`src/hw/rtl/mpp_pkg.sv`:
```
package mpp_pkg;

  // Result action codes
  localparam logic [1:0] ACT_NONE = 2'd0;
  localparam logic [1:0] ACT_OUT  = 2'd1;
  localparam logic [1:0] ACT_IN   = 2'd2;

  // Cap on result words per input word
  localparam int MAX_RESULTS = 16;

  // Saturation point of a transition counter
  localparam logic [15:0] COUNT_MAX = 16'hFFFF;

  // Controller to datapath commands
  typedef struct packed {
    logic clear;   // write zero at the clearing pointer, advance it
    logic accept;  // capture the input word, reset walk counters
    logic latch;   // register the current page
    logic check;   // record previous page, issue counter read
    logic incr;    // write back the incremented counter
    logic scan;    // issue and consume row reads
    logic build;   // form the command mask
    logic emit;    // walk the mask into the output register
  } cmd_t;

  // Datapath to controller status
  typedef struct packed {
    logic clear_done;
    logic run;
    logic need_inc;
    logic scan_done;
    logic emit_end;
  } status_t;

endpackage

```
`src/hw/rtl/mpp_ctrl.sv`:
```
module mpp_ctrl (
  input  logic            clk,
  input  logic            rst_n,
  input  logic            in_valid,
  input  mpp_pkg::status_t st,
  output mpp_pkg::cmd_t    cmd,
  output logic            in_stall
);

  localparam logic [2:0] S_CLEAR = 3'd0;
  localparam logic [2:0] S_IDLE  = 3'd1;
  localparam logic [2:0] S_PREV  = 3'd2;
  localparam logic [2:0] S_CHK   = 3'd3;
  localparam logic [2:0] S_INC   = 3'd4;
  localparam logic [2:0] S_SCAN  = 3'd5;
  localparam logic [2:0] S_MASK  = 3'd6;
  localparam logic [2:0] S_EMIT  = 3'd7;

  logic [2:0] state_r;
  logic [2:0] state_nxt;

  always_comb begin
    state_nxt = state_r;
    cmd       = '0;
    unique case (state_r)
      S_CLEAR: begin
        cmd.clear = 1'b1;
        if (st.clear_done) state_nxt = S_IDLE;
      end
      S_IDLE: begin
        cmd.accept = in_valid;
        if (in_valid) state_nxt = st.run ? S_PREV : S_EMIT;
      end
      S_PREV: begin
        cmd.latch = 1'b1;
        state_nxt = S_CHK;
      end
      S_CHK: begin
        cmd.check = 1'b1;
        state_nxt = st.need_inc ? S_INC : S_SCAN;
      end
      S_INC: begin
        cmd.incr  = 1'b1;
        state_nxt = S_SCAN;
      end
      S_SCAN: begin
        cmd.scan = 1'b1;
        if (st.scan_done) state_nxt = S_MASK;
      end
      S_MASK: begin
        cmd.build = 1'b1;
        state_nxt = S_EMIT;
      end
      S_EMIT: begin
        cmd.emit = 1'b1;
        if (st.emit_end) state_nxt = S_IDLE;
      end
      default: state_nxt = S_CLEAR;
    endcase
  end

  always_ff @(posedge clk) begin
    if (!rst_n) begin
      state_r <= S_CLEAR;
    end else begin
      state_r <= state_nxt;
    end
  end

  assign in_stall = (state_r != S_IDLE);

endmodule

```
`config.mk`:
```
export PLATFORM = sky130hd
export DESIGN_NAME = mpp_ctrl
export DESIGN_NICKNAME = d
export VERILOG_FILES = /design/src/hw/rtl/mpp_pkg.sv /design/src/hw/rtl/mpp_ctrl.sv
export SDC_FILE = /design/constraint.sdc
export NUM_CORES = 1
export LEC_CHECK = 0
export ABC_AREA = 1
export BUFFER_PORTS_ARGS = -buffer_cell sky130_fd_sc_hd__buf_2
export CORE_AREA = 2 2 39 41
export DETAILED_ROUTE_END_ITERATION = 8
export DIE_AREA = 0 0 41 43
export PLACE_DENSITY = 0.51
export SLEW_MARGIN = 20
export SYNTH_ARGS = -nofsm -noshare
export SYNTH_HDL_FRONTEND = slang
export SYNTH_SLANG_ARGS = --single-unit
export TNS_END_PERCENT = 30
```
`constraint.sdc`:
```
create_clock -name clk -period 1.3 [get_ports clk]
set_clock_uncertainty 0.15 [all_clocks]
set_input_delay 0.065 -clock clk [delete_from_list [all_inputs] [get_ports clk]]
set_output_delay 0.065 -clock clk [all_outputs]
set_load 0.005 [all_outputs]
```
==> out/qor.yml, run 1 <==
layout_common_cells: "buf_2, nand2_1, inv_1, nor2_1, buf_4"
clock-sinks: 3
first_pass_iters: 1
synth_largest_area_cell: "dfxtp_1"
synth_seq_cells: 3
netlist_instances: 54
status: "complete, no violations"
cts_tree: "done"
cp_top_family: "flip-flops"
critPathBufInv: 4
vdd_drop_max_mv: 0.7675
wl_um: 813
cts_made_buffers: 3
p_sw_frac: 0.4336
final_nets: 92
p_int_w: 0.0007121
power.leakage_nw: 0.3206
cp_slowest_cell: "dfxtp_4"
largest_reg_flops: 3
fin_crit_sh: 0.9622
critical_path_class: "reg2out"
antenna_found_initial: 0
p_comb_frac: 0.669
clkTransAtPathRegs_ps: 40
cp_slowest_stage_delay_ps: 360
setup_viol: 0
seq_area_frac_synth: 0.1928
endpoint_kind: "primary output"
grt_overflow_total: 0
crit_chain: "inv_4 > nand2_2 > buf_6 > inv_1 > buf_2"
dr_total_vias: 401
finalHoldViolations: 0
diodes: 0
cp-start-kind: "flip-flop"
rsz0062_at_grt: "true"
synth.avg_cell_area_um2: 5.769
cp.required_ps: 1090
finalInstanceArea_um2: 559.3
gp_congestion: 0.7159
ys_types: 15
placed_area_um2: 467.9
pre_cts_ws_ps: -18.90
cts_htree_levels: 1
slew_violations: 0
tightest_slew_ps: 204.9
clock_path_buffers: 2
critPathMaxFanout: 6
worstSkewPairLatency_ps: 230
grt_use_total: 0.09228
slew_headroom: 0.8624
hold_class: "in2reg"
reg_top3: "state_r: 3 flops"
power_frac_seq: 0.201
top_register: "state_r"
grt_max_degree: 8
die-width_um: 41
synth_top_area_share: 0.1928
rows: 14
area_growth_pct: 79.52
drtIter0Drc: 0
fmax_ghz: 0.7995
drive_gt1_frac: 0.5904
wl_per_cell_um: 8.212
detail-route-antenna-nets: 0
syn_nets: 62
synthTopCellsByArea: "dfxtp_1, nand2_1, nor2_2"
hpwl_um: 626.1
synth_area_um2: 311.5
die_height_um: 43
initial_core_util: 0.2251
die-area_um2: 1763
p_sw_w: 0.0005452
period_minus_slack_ps: 1251
arrival_ps: 1040
grt_pass1_wl_um: 1145
core-area_um2: 1384
timing.final.ws_setup_ps: 49.16
powerDensity_nw_per_um2: 2248
layout_commonest_cell: "buf_2"
cap_violations: 0
yosysWarningCount: 0
first_global_vias: 311
io_pins: 17
root_buffer: "clkbuf_4"
fin_setup_tns_ps: 0
via_per_inst: 4.051
r2r_slack_ps: 70
clkPwrFrac: 0.130
portBuffers: 16
drc: 0
## layer usage
metal | share of wire | global-route usage | vias to the layer above
met1 | 0.44 | 0.1186 | 171
met3 | 0.063 | 0.01571 | 0
met5 | 0 | 0 | -
met2 | 0.50 | 0.1438 | 9
met4 | 0 | 0.04000 | 0
li1 | - | - | 221
## synth_stat cells, drive strengths merged
| library cell | number |
|---|---|
| inv | 10 |
| a21oi | 2 |
| buf | 2 |
| nand2 | 14 |
| nor3 | 3 |
| dfxtp | 3 |
| nor2 | 13 |
| nand4 | 1 |
| o21ai | 2 |
| nand3 | 4 |
## power by group through the flow
stage	Clock [W]	Combinational [W]	Sequential, W
after floorplan	0	0.000462	0.000158
after global placement	0	0.000731	0.000206
after detailed placement	0	0.000722	0.000205
after CTS	0.000170	0.000755	0.000225
after global routing	0.000184	0.000930	0.000260
final	0.000164	0.000841	0.000252
## cell families after synthesis
family          synth area share
flops                     0.1928
buf+inv                   0.1807
simple gates              0.5622
compound gates           0.06426
## path summary, 6_finish.rpt
kind | from | end | cells past startpoint
worst max-delay path | state_r[2]$_SDFFE_PN0P_ | cmd[7] | 5
worst min-delay path | st[4] | state_r[0]$_SDFFE_PN0P_ | 3
worst max register to register | state_r[1]$_SDFFE_PN0P_ | state_r[1]$_SDFFE_PN0P_ | 7
worst min register to register | state_r[2]$_SDFFE_PN0P_ | state_r[2]$_SDFFE_PN0P_ | 2
## repair_timing
action / CTS / global route
resized for setup: 7 / 12
endpoints found under the setup margin: 7 / 6
pin swaps: 0 / 4
hold buffers: 1 / 0
endpoints found under the hold margin: 3 / 0
buffers inserted: 1 / 0
## worst register-to-register path, delay by kind of cell (launching register included)
kind                   cells  cell delay [ps]
flip-flops                 1              400
buffers and inverters      3              340
AND/OR/NAND/NOR            4              240
## area by class of cell
| type | instances | area [µm²] |
|---|---|---|
| Sequential cell | 3 | 71.32 |
| Fill cell | 164 | 824.5 |
| Inverter | 10 | 42.54 |
| Clock buffer | 4 | 26.28 |
| Timing Repair Buffer | 27 | 176.4 |
| Multi-Input combinational cell | 39 | 222.7 |
| Tap cell | 16 | 20.02 |
## through the flow
step / power, W / hold WS, ps / std cells / util
after global routing: 0.001374 / 23.18 / 99 / 0.4042
final: 0.001257 / 32.54 / 99 / 0.4042
after CTS: 0.001150 / 29.61 / 99 / 0.3788
after floorplan: 0.0006193 / 24.22 / 54 / -
after detailed placement: 0.0009266 / 154.8 / 94 / 0.3382
after global placement: 0.0009367 / 155.5 / 94 / 0.3382
Power figures use the tool's default switching activity.
==> run 2, diff against run 1 <==
Settings changed: CTS_CLUSTER_SIZE from default to 10, PLACE_DENSITY 0.51 to default.
==> run 2 against run 1 <==
Net effect: die area did not move; critical path type unchanged; count of clock-buffer cells in the layout unchanged; critical endpoint is now cmd[6]; largest cell class unchanged; routed wire length grew 24%; via count is 3.5% higher.
==> out/qor.yml, run 2 (synthesized netlist as in run 1, its figures left out) <==
hold_class: "in2reg"
drive_gt1_frac: 0.5976
critical_path_class: "reg2out"
antenna_found_initial: 0
setup_viol: 0
first_global_vias: 366
r2r-start: "state_r[2]$_SDFFE_PN0P_"
drc: 0
grt_max_degree: 9
via_per_inst: 4.235
vdd_drop_max_mv: 0.9177
layout_common_cells: "buf_2, nand2_1, inv_1, nor2_2, buf_4"
portBuffers: 16
dr_total_vias: 415
diodes: 0
endpoint_kind: "primary output"
power.leakage_nw: 0.3163
powerDensity_nw_per_um2: 2297
arrival_ps: 1080
slew_headroom: 0.8403
clock-sinks: 3
fillers: 157
root_buffer: "clkbuf_4"
wl_per_cell_um: 10.29
worstSkewPairLatency_ps: 240
die-area_um2: 1763
area_growth_pct: 81.53
cp-start-kind: "flip-flop"
slew_violations: 0
hpwl_um: 652.2
largest_reg_flops: 3
final_nets: 91
core-area_um2: 1384
top_register: "state_r"
tightest_slew_ps: 237.7
status: "complete, no violations"
reg_top3: "state_r: 3 flops"
cts_tree: "done"
detail-route-antenna-nets: 0
finalHoldViolations: 0
grt_overflow_total: 0
crit_path_start: "state_r[2]$_SDFFE_PN0P_"
cp.required_ps: 1090
gp_congestion: 0.7588
layout_commonest_cell: "buf_2"
cts_made_buffers: 3
holdWs_ps: 96.13
io_pins: 17
fmax_ghz: 0.7738
die_height_um: 43
die-width_um: 41
wl_um: 1008
fin_setup_tns_ps: 0
grt_pass1_wl_um: 1407
drtIter0Drc: 7
clkTransAtPathRegs_ps: 40
grt_use_total: 0.1184
rr_worst_depth: 6
critPathMaxFanout: 6
endpoint: "cmd[6]"
fin_crit_sh: 0.9941
r2r_slack_ps: 60
r2r_end: "state_r[2]$_SDFFE_PN0P_"
rsz0062_at_grt: "true"
initial_core_util: 0.2251
first_pass_iters: 5
clock_path_buffers: 2
cts_htree_levels: 1
rows: 14
period_minus_slack_ps: 1292
cap_violations: 0
run 2: worst min path at each step:
stage	startpoint	to	slack [ps]	depth (start not counted)
floorplan	rst_n	state_r[2]$_SDFFE_PN0P_	20	2
global placement	rst_n	state_r[2]$_SDFFE_PN0P_	160	3
detailed placement	rst_n	state_r[2]$_SDFFE_PN0P_	160	3
CTS	st[2]	state_r[0]$_SDFFE_PN0P_	110	4
global route	st[2]	state_r[0]$_SDFFE_PN0P_	120	4
finish	st[2]	state_r[0]$_SDFFE_PN0P_	100	4
run 2: through the flow:
step / std cells / instance area (µm²) / util / power [W] / worst slack, ps
after floorplan: 54 / 311.5 / - / 0.0006193 / 92.30
after global placement: 90 / 437.9 / 0.3165 / 0.0008536 / -46.03
after detailed placement: 90 / 437.9 / 0.3165 / 0.0008605 / -36.81
after CTS: 96 / 495.5 / 0.3580 / 0.001075 / -19.70
after global routing: 98 / 565.5 / 0.4087 / 0.001407 / -33.64
final: 98 / 565.5 / 0.4087 / 0.001299 / 7.616
run 2: layout make-up:
| cell class | instances | area [µm²] | area share |
|---|---|---|---|
| Timing Repair Buffer | 26 | 173.9 | 0.3075 |
| Tap cell | 16 | 20.02 | 0.03540 |
| Clock buffer | 4 | 26.28 | 0.04646 |
| Multi-Input combinational cell | 39 | 229.0 | 0.4049 |
| Inverter | 10 | 45.04 | 0.07965 |
| Sequential cell | 3 | 71.32 | 0.1261 |
run 2: layer usage:
layer	global-route usage	share of wire	routed length, µm
met5	0	0	0
met4	0.06000	0	0
met3	0.03141	0.038	38
met2	0.2063	0.59	593
met1	0.1186	0.37	377
run 2: power by group:
| group | switching (W) | internal (W) | leakage (nW) |
|---|---|---|---|
| logic | 0.000421 | 0.000440 | 0.275 |
| clock network | 0.0000514 | 0.000115 | 0.0150 |
| registers | 0.000115 | 0.000157 | 0.0267 |
run 2: what timing repair did:
action / CTS / global route
setup buffers: 0 / 2
gates cloned: 0 / 0
pin swaps: 0 / 2
resized for setup: 6 / 15
endpoints found under the hold margin: 3 / 0
endpoints found under the setup margin: 9 / 6
hold buffers: 2 / 0
run 2: worst max-delay path: stages, from the launching register on:
cell and delay, ps:
dfxtp_4 360, inv_4 90, nand3_4 80, buf_6 120, nor2_2 80, buf_2 120
==> run 3, diff against run 2 <==
Settings changed: CTS_CLUSTER_SIZE 10 to 30.
Clock period 1.3 ns to 1.6 ns, I/O delays scaled along.
==> run 3 against run 2 <==
Net effect: largest cell class unchanged; sequential cell count unchanged; hold slack got worse by 99 ps; register-to-register slack improved by 160 ps; critical path depth decreased by 2; first-iteration DRC count decreased by 57%; the flow now finishes with violations (hold timing); utilization decreased by 9.9 points; global-route usage decreased by 1.5 points.
==> out/qor.yml, run 3 (synthesized netlist as in run 1, its figures left out) <==
gp_congestion: 0.7984
arrival_ps: 1200
fin_crit_sh: 0.8940
cp.required_ps: 1370
cts_htree_levels: 1
portBuffers: 16
hpwl_um: 641.4
pre_cts_ws_ps: 237.2
cp_slowest_cell: "dfxtp_1"
drive_gt1_frac: 0.4247
final_nets: 82
crit_chain: "inv_2 > nor3_1 > buf_2"
antenna_found_initial: 0
powerDensity_nw_per_um2: 1715
die-width_um: 41
clkTransAtPathRegs_ps: 40
largest_reg_flops: 3
endpoint_kind: "primary output"
die-area_um2: 1763
cp-start-kind: "flip-flop"
first_pass_iters: 2
grt_max_degree: 10
final_cells: 89
cts_made_buffers: 3
rsz0062_at_grt: "false"
period_minus_slack_ps: 1430
critPathMaxFanout: 8
violations: "hold timing"
power.leakage_nw: 0.2603
detail-route-antenna-nets: 0
core-area_um2: 1384
reg_top3: "state_r: 3 flops"
initial_core_util: 0.2251
hold_class: "in2reg"
clock_path_buffers: 2
holdWs_ps: -2.648
clock-sinks: 3
area_growth_pct: 37.75
tightest_slew_ps: 327.2
placed_cells: 84
finalHoldViolations: 1
dr_total_vias: 379
fillers: 166
rows: 14
grt_use_total: 0.1034
cts.repair.resized: 0
cp_top_family: "flip-flops"
die_height_um: 43
diodes: 0
fmax_ghz: 0.6991
first_global_vias: 304
worstSkewPairLatency_ps: 250
vdd_drop_max_mv: 0.6080
slew_violations: 0
root_buffer: "clkbuf_4"
finalPower_w: 0.0007361
cap_violations: 0
wl_per_cell_um: 8.798
critPathBufInv: 2
cp_slowest_stage_delay_ps: 490
grt_pass1_wl_um: 1179
setup_viol: 0
drc: 0
fin_setup_tns_ps: 0
timing.final.ws_setup_ps: 169.6
drtIter0Drc: 3
via_per_inst: 4.258
cts_tree: "done"
top_register: "state_r"
layout_commonest_cell: "buf_2"
wl_um: 783
layout_common_cells: "buf_2, nand2_1, inv_1, nor2_1, nor2_2"
critical_path_class: "reg2out"
status: "finished with violations"
slew_headroom: 0.7816
io_pins: 17
grt_overflow_total: 0
-- run 3: cell types whose count changed in the layout (fill, tap and decap cells not counted), moves of 2 or more --
cell	previous run	this run
dfxtp_1	0	3
nor2_2	7	5
buf_6	3	0
buf_4	6	0
nor2_1	5	8
nor3_1	1	3
nor3_2	2	0
dfxtp_4	3	0
-- run 3: path summary, 6_finish.rpt --
path / startpoint / to / slack, ps / cells past startpoint
min reg2reg: state_r[2]$_SDFFE_PN0P_ / state_r[2]$_SDFFE_PN0P_ / 440 / 2
min: st[4] / state_r[0]$_SDFFE_PN0P_ / -3 / 3
max reg2reg: state_r[2]$_SDFFE_PN0P_ / state_r[1]$_SDFFE_PN0P_ / 220 / 7
max: state_r[2]$_SDFFE_PN0P_ / cmd[3] / 170 / 3
-- run 3: layout make-up --
type,instances,area [µm²],area share
Sequential cell,3,60.06,0.1399
Multi-Input combinational cell,39,195.2,0.4548
Timing Repair Buffer,17,90.09,0.2099
Tap cell,16,20.02,0.04665
Clock buffer,4,26.28,0.06122
Inverter,10,37.54,0.08746
-- run 3: tightest hold or removal path, cell delays in order --
cell and delay [ps]:
buf_2 90, o21ai_0 80, a21oi_1 100
-- run 3: repair_timing --
item                                   in CTS  in global routing
endpoints found under the hold margin       3                  0
hold buffers                                1                  0
setup buffers                               0                  0
-- run 3: per-layer routing --
| layer | part of all wire | up-vias | global-route usage | wire length, µm |
|---|---|---|---|---|
| met3 | 0.050 | 2 | 0.03141 | 39 |
| li1 | - | 201 | - | - |
| met1 | 0.40 | 164 | 0.1093 | 314 |
| met2 | 0.52 | 12 | 0.1500 | 411 |
| met4 | 0.024 | 0 | 0.1000 | 19 |
| met5 | 0 | - | 0 | 0 |
-- run 3: where the power goes --
group	internal [W]	switching (W)	leakage, nW	total [W]
clock	0.0000941	0.0000482	0.0150	0.000142
sequential	0.000107	0.0000744	0.0248	0.000182
combinational	0.000169	0.000244	0.220	0.000412
-- run 3: per-stage QoR --
step / instance area (µm²) / hold slack, ps / util
after global routing: 429.2 / 41.07 / 0.3101
after detailed placement: 392.9 / 173.5 / 0.2839
after CTS: 429.2 / 1.566 / 0.3101
final: 429.2 / -2.648 / 0.3101
after global placement: 392.9 / 178.1 / 0.2839
after floorplan: 311.5 / 39.22 / -
